==> config.mk <==
export PLATFORM = sky130hd
export DESIGN_NAME = wdh_decode
export DESIGN_NICKNAME = d
export VERILOG_FILES = /design/src/sv/wdh_pkg.sv /design/src/sv/wdh_decode.sv
export SDC_FILE = /design/constraint.sdc
export NUM_CORES = 1
export LEC_CHECK = 0
export BUFFER_PORTS_ARGS = -buffer_cell sky130_fd_sc_hd__buf_2
export CORE_UTILIZATION = 45
export CTS_CLUSTER_DIAMETER = 120
export DETAILED_ROUTE_END_ITERATION = 7
export PLACE_DENSITY = 0.66
export SLEW_MARGIN = 40
export SYNTH_ARGS = -nofsm -noshare
export SYNTH_HDL_FRONTEND = slang
export SYNTH_SLANG_ARGS = --single-unit
==> constraint.sdc <==
create_clock -name aclk -period 11.6 [get_ports aclk]
set_clock_uncertainty 0.2 [all_clocks]
set_input_delay 1.74 -clock aclk [delete_from_list [all_inputs] [get_ports aclk]]
set_output_delay 1.74 -clock aclk [all_outputs]
set_load 0.01 [all_outputs]
==> src/sv/wdh_pkg.sv <==
`default_nettype none
// ----------------------------------------------------------------------------
// wdh_pkg: shared types and constants of the waveform density histogram
// Payload structs, status and opcode codes, channel id table and helpers.
// ----------------------------------------------------------------------------
package wdh_pkg;

    localparam int COUNT_W         = 32;
    localparam int LENGTH_W        = 9;
    localparam int APB_DATA_W      = 32;
    localparam int APB_ADDR_W      = 2;
    localparam int ID_W            = 12;
    localparam int ADC_W           = 16;
    localparam int ADC_MAG_W       = ADC_W - 1;
    localparam int ADC_SCALE_SHIFT = 14;   // full scale of 16384
    localparam int RD_SAMPLE_W     = 8;
    localparam int RD_BIN_W        = 7;
    localparam int ID_TABLE_SIZE   = 32;
    localparam int CHAN_IDX_W      = $clog2(ID_TABLE_SIZE);

    localparam logic [LENGTH_W-1:0] LENGTH_RESET = 9'd256;
    localparam logic [COUNT_W-1:0]  COUNT_MAX    = '1;

    localparam logic [ID_W-1:0] CHANNEL_IDS [ID_TABLE_SIZE] = '{
        12'd1010, 12'd1011, 12'd1020, 12'd1021, 12'd1030, 12'd1031, 12'd1040, 12'd1041,
        12'd1050, 12'd1051, 12'd1060, 12'd1061, 12'd1070, 12'd1071, 12'd1080, 12'd1081,
        12'd2010, 12'd2011, 12'd2020, 12'd2021, 12'd2030, 12'd2031, 12'd2040, 12'd2041,
        12'd2050, 12'd2051, 12'd2060, 12'd2061, 12'd2070, 12'd2071, 12'd2080, 12'd2081
    };

    typedef enum logic [0:0] {
        OP_ACCUMULATE = 1'b0,
        OP_READ       = 1'b1
    } opcode_t;

    typedef enum logic [2:0] {
        ST_ACCUMULATED  = 3'd0,
        ST_IGNORED      = 3'd1,
        ST_LEN_ERROR    = 3'd2,
        ST_READ_OK      = 3'd3,
        ST_READ_UNKNOWN = 3'd4
    } status_t;

    localparam logic [APB_ADDR_W-1:0] REG_WAVEFORM_LENGTH = 2'd0;

    typedef struct packed {
        opcode_t                  opcode;
        logic [ID_W-1:0]          channel_id;
        logic signed [ADC_W-1:0]  adc_value;
        logic                     last_sample;
        logic [RD_SAMPLE_W-1:0]   read_sample_index;
        logic [RD_BIN_W-1:0]      read_amplitude_bin;
    } in_item_t;

    typedef struct packed {
        status_t             status;
        logic [COUNT_W-1:0]  bin_count;
        logic [COUNT_W-1:0]  waveform_count;
    } out_item_t;

    // Control of one decoded item on its way to the memories
    typedef struct packed {
        logic    valid;
        logic    known;
        status_t status;
        logic    dens_rd;
        logic    dens_inc;
        logic    wf_inc;
    } dec_ctrl_t;

    typedef struct packed {
        logic                  found;
        logic [CHAN_IDX_W-1:0] index;
    } chan_hit_t;

    function automatic chan_hit_t chan_lookup(input logic [ID_W-1:0] id, input int num);
        chan_hit_t hit;
        hit = '0;
        for (int i = 0; i < ID_TABLE_SIZE; i++) begin
            if (i < num && CHANNEL_IDS[i] == id) begin
                hit.found = 1'b1;
                hit.index = CHAN_IDX_W'(i);
            end
        end
        return hit;
    endfunction

    function automatic logic [COUNT_W-1:0] sat_inc(input logic [COUNT_W-1:0] v);
        return (v == COUNT_MAX) ? v : v + COUNT_W'(1);
    endfunction

endpackage
`default_nettype wire

==> src/sv/wdh_decode.sv <==
`default_nettype none
// ----------------------------------------------------------------------------
// wdh_decode: input register, channel match, amplitude binning and sequencing
// Tracks the shared sample position and the drop state, and classifies each
// transfer before it reaches the counter memories.
// ----------------------------------------------------------------------------
module wdh_decode #(
    parameter int NUM_CHANNELS   = 32,
    parameter int MAX_SAMPLES    = 256,
    parameter int AMPLITUDE_BINS = 100,
    parameter int CH_W           = (NUM_CHANNELS > 1) ? $clog2(NUM_CHANNELS) : 1,
    parameter int SMP_W          = (MAX_SAMPLES > 1) ? $clog2(MAX_SAMPLES) : 1,
    parameter int BIN_W          = $clog2(AMPLITUDE_BINS)
) (
    input  logic                      aclk,
    input  logic                      aresetn,
    input  logic                      advance,
    input  logic                      s_accept,
    input  wdh_pkg::in_item_t         s_item,
    input  logic [wdh_pkg::LENGTH_W-1:0] waveform_length,
    output wdh_pkg::dec_ctrl_t        dec_ctrl,
    output logic [CH_W-1:0]           dec_ch,
    output logic [SMP_W-1:0]          dec_sample,
    output logic [BIN_W-1:0]          dec_bin
);

    import wdh_pkg::*;

    localparam int POS_W  = $clog2(MAX_SAMPLES + 1);
    localparam int CMP_W  = (POS_W > LENGTH_W) ? POS_W : LENGTH_W;
    localparam int PROD_W = ADC_MAG_W + BIN_W + 1;
    localparam int SCL_W  = PROD_W - ADC_SCALE_SHIFT;

    logic              in_valid_reg;
    in_item_t          in_item_reg;
    logic [POS_W-1:0]  pos_reg, pos_next;
    logic              drop_reg, drop_next;

    dec_ctrl_t         dec_ctrl_reg, dec_ctrl_next;
    logic [CH_W-1:0]   dec_ch_reg, dec_ch_next;
    logic [SMP_W-1:0]  dec_sample_reg, dec_sample_next;
    logic [BIN_W-1:0]  dec_bin_reg, dec_bin_next;

    chan_hit_t         hit;
    logic [CH_W-1:0]   ch_idx;
    logic [CMP_W-1:0]  eff_len;
    logic [CMP_W-1:0]  pos_ext;
    logic              len_bad;
    logic              adc_pos;
    logic [PROD_W-1:0] prod;
    logic [SCL_W-1:0]  scaled;
    logic [BIN_W-1:0]  amp_bin;
    logic              rd_in_range;

    always_ff @(posedge aclk) begin
        if (!aresetn) begin
            in_valid_reg <= 1'b0;
        end else if (advance) begin
            in_valid_reg <= s_accept;
        end
        if (s_accept) begin
            in_item_reg <= s_item;
        end
    end

    assign hit    = chan_lookup(in_item_reg.channel_id, NUM_CHANNELS);
    assign ch_idx = CH_W'(hit.index);

    // A length of zero acts as one, anything past the store depth as the depth
    always_comb begin
        if (waveform_length == '0) begin
            eff_len = CMP_W'(1);
        end else if (CMP_W'(waveform_length) > CMP_W'(MAX_SAMPLES)) begin
            eff_len = CMP_W'(MAX_SAMPLES);
        end else begin
            eff_len = CMP_W'(waveform_length);
        end
    end

    assign pos_ext = CMP_W'(pos_reg);
    assign len_bad = (pos_ext >= eff_len) ||
                     (in_item_reg.last_sample && (pos_ext + CMP_W'(1) != eff_len));

    // floor(adc * bins / 16384) clamped to the top bin, negatives and zero in the bottom bin
    assign adc_pos = !in_item_reg.adc_value[ADC_W-1] &&
                     (in_item_reg.adc_value[ADC_MAG_W-1:0] != '0);
    assign prod    = PROD_W'(in_item_reg.adc_value[ADC_MAG_W-1:0]) *
                     PROD_W'(AMPLITUDE_BINS);
    assign scaled  = prod[PROD_W-1:ADC_SCALE_SHIFT];

    always_comb begin
        if (!adc_pos) begin
            amp_bin = '0;
        end else if (scaled > SCL_W'(AMPLITUDE_BINS - 1)) begin
            amp_bin = BIN_W'(AMPLITUDE_BINS - 1);
        end else begin
            amp_bin = BIN_W'(scaled);
        end
    end

    assign rd_in_range = (32'(in_item_reg.read_sample_index) < 32'(MAX_SAMPLES)) &&
                         (32'(in_item_reg.read_amplitude_bin) < 32'(AMPLITUDE_BINS));

    always_comb begin
        dec_ctrl_next        = '0;
        dec_ctrl_next.valid  = in_valid_reg;
        dec_ctrl_next.status = ST_IGNORED;
        dec_ch_next          = ch_idx;
        dec_sample_next      = '0;
        dec_bin_next         = '0;
        pos_next             = pos_reg;
        drop_next            = drop_reg;

        if (in_item_reg.opcode == OP_READ) begin
            if (!hit.found) begin
                dec_ctrl_next.status = ST_READ_UNKNOWN;
            end else begin
                dec_ctrl_next.status  = ST_READ_OK;
                dec_ctrl_next.known   = 1'b1;
                dec_ctrl_next.dens_rd = rd_in_range;
                if (rd_in_range) begin
                    dec_sample_next = SMP_W'(in_item_reg.read_sample_index);
                    dec_bin_next    = BIN_W'(in_item_reg.read_amplitude_bin);
                end
            end
        end else if (hit.found) begin
            dec_ctrl_next.known = 1'b1;
            if (drop_reg) begin
                // drop the rest of a broken waveform up to its last sample
                dec_ctrl_next.status = ST_LEN_ERROR;
                pos_next             = '0;
                if (in_item_reg.last_sample) begin
                    drop_next = 1'b0;
                end
            end else if (len_bad) begin
                dec_ctrl_next.status = ST_LEN_ERROR;
                pos_next             = '0;
                drop_next            = !in_item_reg.last_sample;
            end else begin
                dec_ctrl_next.status   = ST_ACCUMULATED;
                dec_ctrl_next.dens_inc = 1'b1;
                dec_sample_next        = SMP_W'(pos_reg);
                dec_bin_next           = amp_bin;
                if (in_item_reg.last_sample) begin
                    dec_ctrl_next.wf_inc = 1'b1;
                    pos_next             = '0;
                end else begin
                    pos_next = pos_reg + POS_W'(1);
                end
            end
        end
    end

    always_ff @(posedge aclk) begin
        if (!aresetn) begin
            pos_reg      <= '0;
            drop_reg     <= 1'b0;
            dec_ctrl_reg <= '0;
        end else if (advance) begin
            dec_ctrl_reg <= dec_ctrl_next;
            if (in_valid_reg) begin
                pos_reg  <= pos_next;
                drop_reg <= drop_next;
            end
        end
        if (advance) begin
            dec_ch_reg     <= dec_ch_next;
            dec_sample_reg <= dec_sample_next;
            dec_bin_reg    <= dec_bin_next;
        end
    end

    assign dec_ctrl   = dec_ctrl_reg;
    assign dec_ch     = dec_ch_reg;
    assign dec_sample = dec_sample_reg;
    assign dec_bin    = dec_bin_reg;

`ifndef SYNTHESIS
    a_pos_in_range: assert property (@(posedge aclk) disable iff (!aresetn)
        32'(pos_reg) <= 32'(MAX_SAMPLES))
        else $error("sample position beyond store depth");

    a_drop_pos_zero: assert property (@(posedge aclk) disable iff (!aresetn)
        drop_reg |-> (pos_reg == '0))
        else $error("sample position moved while dropping");

    a_wf_ends_waveform: assert property (@(posedge aclk) disable iff (!aresetn)
        (dec_ctrl_reg.valid && dec_ctrl_reg.wf_inc) |-> (pos_reg == '0 && !drop_reg))
        else $error("completed waveform left sequencing state behind");
`endif

endmodule
`default_nettype wire

==> impl_results.html <==
<table>
<tr><th>Metric</th><th>Value</th></tr>
<tr><th colspan="2">Status</th></tr>
<tr><td>Outcome</td><td>finished, final reports clean</td></tr>
<tr><th colspan="2">Power</th></tr>
<tr><td>Logic pwr share</td><td>between 20% and 30%</td></tr>
<tr><td>Switching share of power</td><td>~30%</td></tr>
<tr><td>Switching power total</td><td>0.2835 mW</td></tr>
<tr><td>Reg power frac</td><td>between 30% and 40%</td></tr>
<tr><td>Peak supply drop</td><td>121.1 uV</td></tr>
<tr><td>Share of power burned in the clock network</td><td>between 30% and 40%</td></tr>
<tr><td>Overall power of the completed layout</td><td>0.9455 mW</td></tr>
<tr><td>Leakage power total</td><td>2.848 nW</td></tr>
<tr><td>Cell internal pwr</td><td>0.6620 mW</td></tr>
<tr><td>Power Density</td><td>142.7 nW/um^2</td></tr>
<tr><th colspan="2">Cells and area</th></tr>
<tr><td>Area added between synthesis and finish</td><td>15.76%</td></tr>
<tr><td>Antenna Cells</td><td>0</td></tr>
<tr><td>Top library cells by usage in the layout, fill and taps aside</td><td>buf_2, inv_1, ha_1, edfxtp_1, nand2_1</td></tr>
<tr><td>Share of post-route cells with drive strength above 1</td><td>19.21%</td></tr>
<tr><td># nets final</td><td>763</td></tr>
<tr><td>Largest register FFs</td><td>between 40 and 50</td></tr>
<tr><td>Core Util, Final</td><td>54.27%</td></tr>
<tr><td>Commonest non-fill, non-tap cell in the layout</td><td>buf_2</td></tr>
<tr><th colspan="2">Clock network</th></tr>
<tr><td>Clk Latency, worst-skew pair</td><td>around 340 ps</td></tr>
<tr><td>Number of instances resized during post-cts repair</td><td>0</td></tr>
<tr><td>Number of clock buffers inserted by TritonCTS</td><td>9</td></tr>
<tr><td>Sinks on the clock net</td><td>84</td></tr>
<tr><td>Max Root-Sink Buffers</td><td>2</td></tr>
<tr><td>CTS root buffer</td><td>clkbuf_16</td></tr>
<tr><td># Post-CTS Setup Buffers</td><td>0</td></tr>
<tr><td>Clock tree from TritonCTS</td><td>built</td></tr>
<tr><td>Deepest level of the CTS H-tree</td><td>3</td></tr>
<tr><td>Clock input transition at the sequential cells of the worst setup and hold paths</td><td>60 ps</td></tr>
<tr><td>CTS Hold Buffers Added</td><td>0</td></tr>
<tr><th colspan="2">Logic synthesis</th></tr>
<tr><td>Synthesized instance count</td><td>550</td></tr>
<tr><td>Biggest area consumer among synthesized cells</td><td>edfxtp_1</td></tr>
<tr><td>Library cells used by synthesis</td><td>78</td></tr>
<tr><td>Leading register cell type out of synthesis</td><td>edfxtp_1</td></tr>
<tr><td>Syn avg cell area</td><td>between 10 and 15 sq um</td></tr>
<tr><td>Synthesis warning total</td><td>0</td></tr>
<tr><td>Fraction of synthesis flops using an asynchronous set or reset pin</td><td>0%</td></tr>
<tr><td>Share of synthesized area occupied by flip-flops and latches</td><td>40.73%</td></tr>
<tr><td>Mapped cell area</td><td>5725 sq um</td></tr>
<tr><td>Fraction of synthesized cell area in xor and xnor cells</td><td>under 10%</td></tr>
<tr><td>Area share of the largest cell type after synthesis</td><td>34.09%</td></tr>
<tr><td>Leading post-synthesis cells by cell area</td><td>edfxtp_1, ha_1, dfxtp_1</td></tr>
<tr><td>Seq cells post-synth</td><td>84</td></tr>
<tr><td>Compound-cell area share of the yosys netlist</td><td>15.10%</td></tr>
<tr><td>Adder and majority gate portion of the synthesized area</td><td>17.57%</td></tr>
<tr><td>Multiplexer fraction of the synthesized cell area</td><td>1.420%</td></tr>
<tr><td>Main combinational cell family by area after synthesis</td><td>adder cells</td></tr>
<tr><td>Net count of the mapped netlist</td><td>~680</td></tr>
<tr><td>Count of flip-flops with a built-in enable after synthesis</td><td>65</td></tr>
<tr><td>Fraction of the mapped netlist area in simple logic gates</td><td>around 16%</td></tr>
<tr><th colspan="2">STA</th></tr>
<tr><td>Max Transition Viols Final</td><td>0</td></tr>
<tr><td>Unrepaired setup endpoints after global routing</td><td>no</td></tr>
<tr><td>Setup total negative slack</td><td>0 ps</td></tr>
<tr><td>Slew of the pin with the lowest slew margin</td><td>between 600 and 700 ps</td></tr>
<tr><td>Worst slew margin relative to its limit</td><td>56.10%</td></tr>
<tr><td>Fmax</td><td>0.2317 GHz</td></tr>
<tr><td>Final cycle utilization of the critical path</td><td>37.21%</td></tr>
<tr><td>Final count of hold timing violations</td><td>0</td></tr>
<tr><td>Shortest period the worst path allows</td><td>4316 ps</td></tr>
<tr><td>Setup violation total in the final timing report</td><td>0</td></tr>
<tr><th colspan="2">Critical path</th></tr>
<tr><td>Crit path required time</td><td>roughly 11000 ps</td></tr>
<tr><td>Critical Path End Type</td><td>flop</td></tr>
<tr><td>Crit path arrival time</td><td>4200 ps</td></tr>
<tr><td>Cell depth of the worst flop-to-flop path</td><td>13</td></tr>
<tr><td>Classification of the worst setup path</td><td>flop to flop</td></tr>
<tr><td>Crit start category</td><td>flop</td></tr>
<tr><td>Largest fanout of any net on the critical path</td><td>5</td></tr>
<tr><th colspan="2">Floorplanning</th></tr>
<tr><td>X dimension of the die</td><td>roughly 110 um</td></tr>
<tr><td>Die span in y</td><td>114.8 um</td></tr>
<tr><td>Std-Cell Core Area</td><td>12210 sq um</td></tr>
<tr><td>Initial core utilization</td><td>a little under half</td></tr>
<tr><td>Std cell rows</td><td>40</td></tr>
<tr><td>Area enclosed by the die boundary</td><td>13180 sq um</td></tr>
<tr><td>Io pins</td><td>86</td></tr>
<tr><th colspan="2">Placed design</th></tr>
<tr><td>DP HPWL</td><td>approximately 9.5 mm</td></tr>
<tr><td>Placer Congestion</td><td>0.8717</td></tr>
<tr><td>Input/output buffers</td><td>85</td></tr>
<tr><th colspan="2">Global route</th></tr>
<tr><td>GR Layer Usage met2</td><td>34.22%</td></tr>
<tr><td>Busiest layer in global routing</td><td>met2</td></tr>
<tr><td>Number of global-route vias before repair</td><td>4232</td></tr>
<tr><td>Routing usage on met1</td><td>~25%</td></tr>
<tr><td>Global Route Usage Sum</td><td>20.19%</td></tr>
<tr><td>Maximum number of pins on one net before global-route repair</td><td>47</td></tr>
<tr><td>First-pass GRT wire length</td><td>20.41 mm</td></tr>
<tr><td>Initial antenna violation count</td><td>0</td></tr>
<tr><td>Remaining Overflow, GRT</td><td>0</td></tr>
<tr><td>Met3 track utilization from global routing</td><td>4.639%</td></tr>
<tr><th colspan="2">Routing</th></tr>
<tr><td>Number of DRC violations after detailed routing</td><td>0</td></tr>
<tr><td>Post-route ant nets</td><td>0</td></tr>
<tr><td>Violation count after the first detailed-route iteration</td><td>about 240</td></tr>
<tr><td>WL per Instance</td><td>around 15 um</td></tr>
<tr><td>Number of iterations in the first detailed-routing pass</td><td>4</td></tr>
<tr><td>Via count</td><td>4365</td></tr>
<tr><td>Via density per instance</td><td>5.436</td></tr>
<tr><td>Total wirelength of the detailed-routed design</td><td>12.35 mm</td></tr>
<tr><th colspan="2">Min path</th></tr>
<tr><td>Classification of the worst-slack hold path</td><td>flop to flop</td></tr>
<tr><td>Depth of the worst hold-timing path</td><td>2</td></tr>
<tr><th colspan="2">Job</th></tr>
<tr><td>Max capacitance violation total</td><td>0</td></tr>
</table>
[area by class of cell]
| class | count | area (sq um) |
|---|---|---|
| flip-flops and latches | 84 | 2332 |
| well taps | 168 | 210.2 |
| clock inverters | 7 | 115.1 |
| repair buffers | 85 | 430.4 |
| fillers | 1093 | 5584 |
| multi-input cells | 382 | 3057 |
| inverters | 68 | 257.7 |
| clock buffers | 9 | 225.2 |
[power by group through the flow]
| stage | Combinational, mW | Clock [mW] | Sequential (mW) |
|---|---|---|---|
| after floorplan | 0.198 | 0 | 0.358 |
| after global placement | 0.250 | 0 | 0.365 |
| after detailed placement | 0.259 | 0 | 0.365 |
| after CTS | 0.261 | 0.333 | 0.359 |
| after global routing | 0.296 | 0.344 | 0.361 |
| final | 0.261 | 0.326 | 0.359 |
[synth_stat cells, drive strengths merged, types with 3 or more instances]
cell type	instances
o21a	5
a31o	3
buf	7
fa	9
clkbuf	9
nor3	15
edfxtp	65
a31oi	5
or4	3
or3	5
and4	3
nand2	48
a211oi	4
nor2b	15
mux2i	7
nand2b	9
a21boi	4
nor2	16
a21oi	23
inv	67
o21ai	32
ha	66
nor4	5
nand3	13
xor2	4
o2111ai	3
o41ai	3
xnor2	12
o22ai	3
nor3b	4
and2	5
nand4	12
dfxtp	19
a32o	10
[final timing paths]
| path | start | to | slack (ps) |
|---|---|---|---|
| max | in_item_reg[21]$_DFFE_PP_ | dec_bin[1]$_DFFE_PP_ | 7280 |
| min | dec_ctrl[1]$_SDFFE_PN0P_ | dec_ctrl[1]$_SDFFE_PN0P_ | 280 |
| max reg2reg | in_item_reg[21]$_DFFE_PP_ | dec_bin[1]$_DFFE_PP_ | 7280 |
| min reg2reg | dec_ctrl[1]$_SDFFE_PN0P_ | dec_ctrl[1]$_SDFFE_PN0P_ | 280 |
[metrics by stage]
| step | cells | setup WS (ps) | hold WS (ps) | area (sq um) |
|---|---|---|---|---|
| detailed placement | 787 | 7166 | 277.4 | 6285 |
| global route | 803 | 7073 | 329.3 | 6628 |
| CTS | 803 | 7267 | 285.2 | 6625 |
| global placement | 787 | 7232 | 265.8 | 6282 |
| floorplan | 550 | 7599 | 274.2 | 5725 |
| finish | 803 | 7284 | 278.5 | 6628 |
[cell families after synthesis]
family,after synthesis
AND/OR/NAND/NOR,163
AO/OA/AOI/OAI,119
buffers and inverters,84
flip-flops,84
adder cells (fa/ha/maj),75
XOR/XNOR,17
multiplexers,8
[per-layer routing]
| metal | vias to the layer above | wire (um) |
|---|---|---|
| li1 | 2175 | - |
| met1 | 2036 | 5660 |
| met2 | 135 | 5867 |
| met3 | 19 | 585 |
| met4 | 0 | 237 |
| met5 | - | 0 |
[critical path, stage by stage, from the launching register on]
cell      delay (ps)
edfxtp_1         450
ha_1             330
ha_1             270
inv_1             50
fa_1             510
inv_1             50
ha_1             310
a21o_1           200
a211o_1          330
or3_4            410
a32oi_1          210
o22ai_1          130
a311oi_2         450
o211ai_1         140
Power figures use the tool's default switching activity.
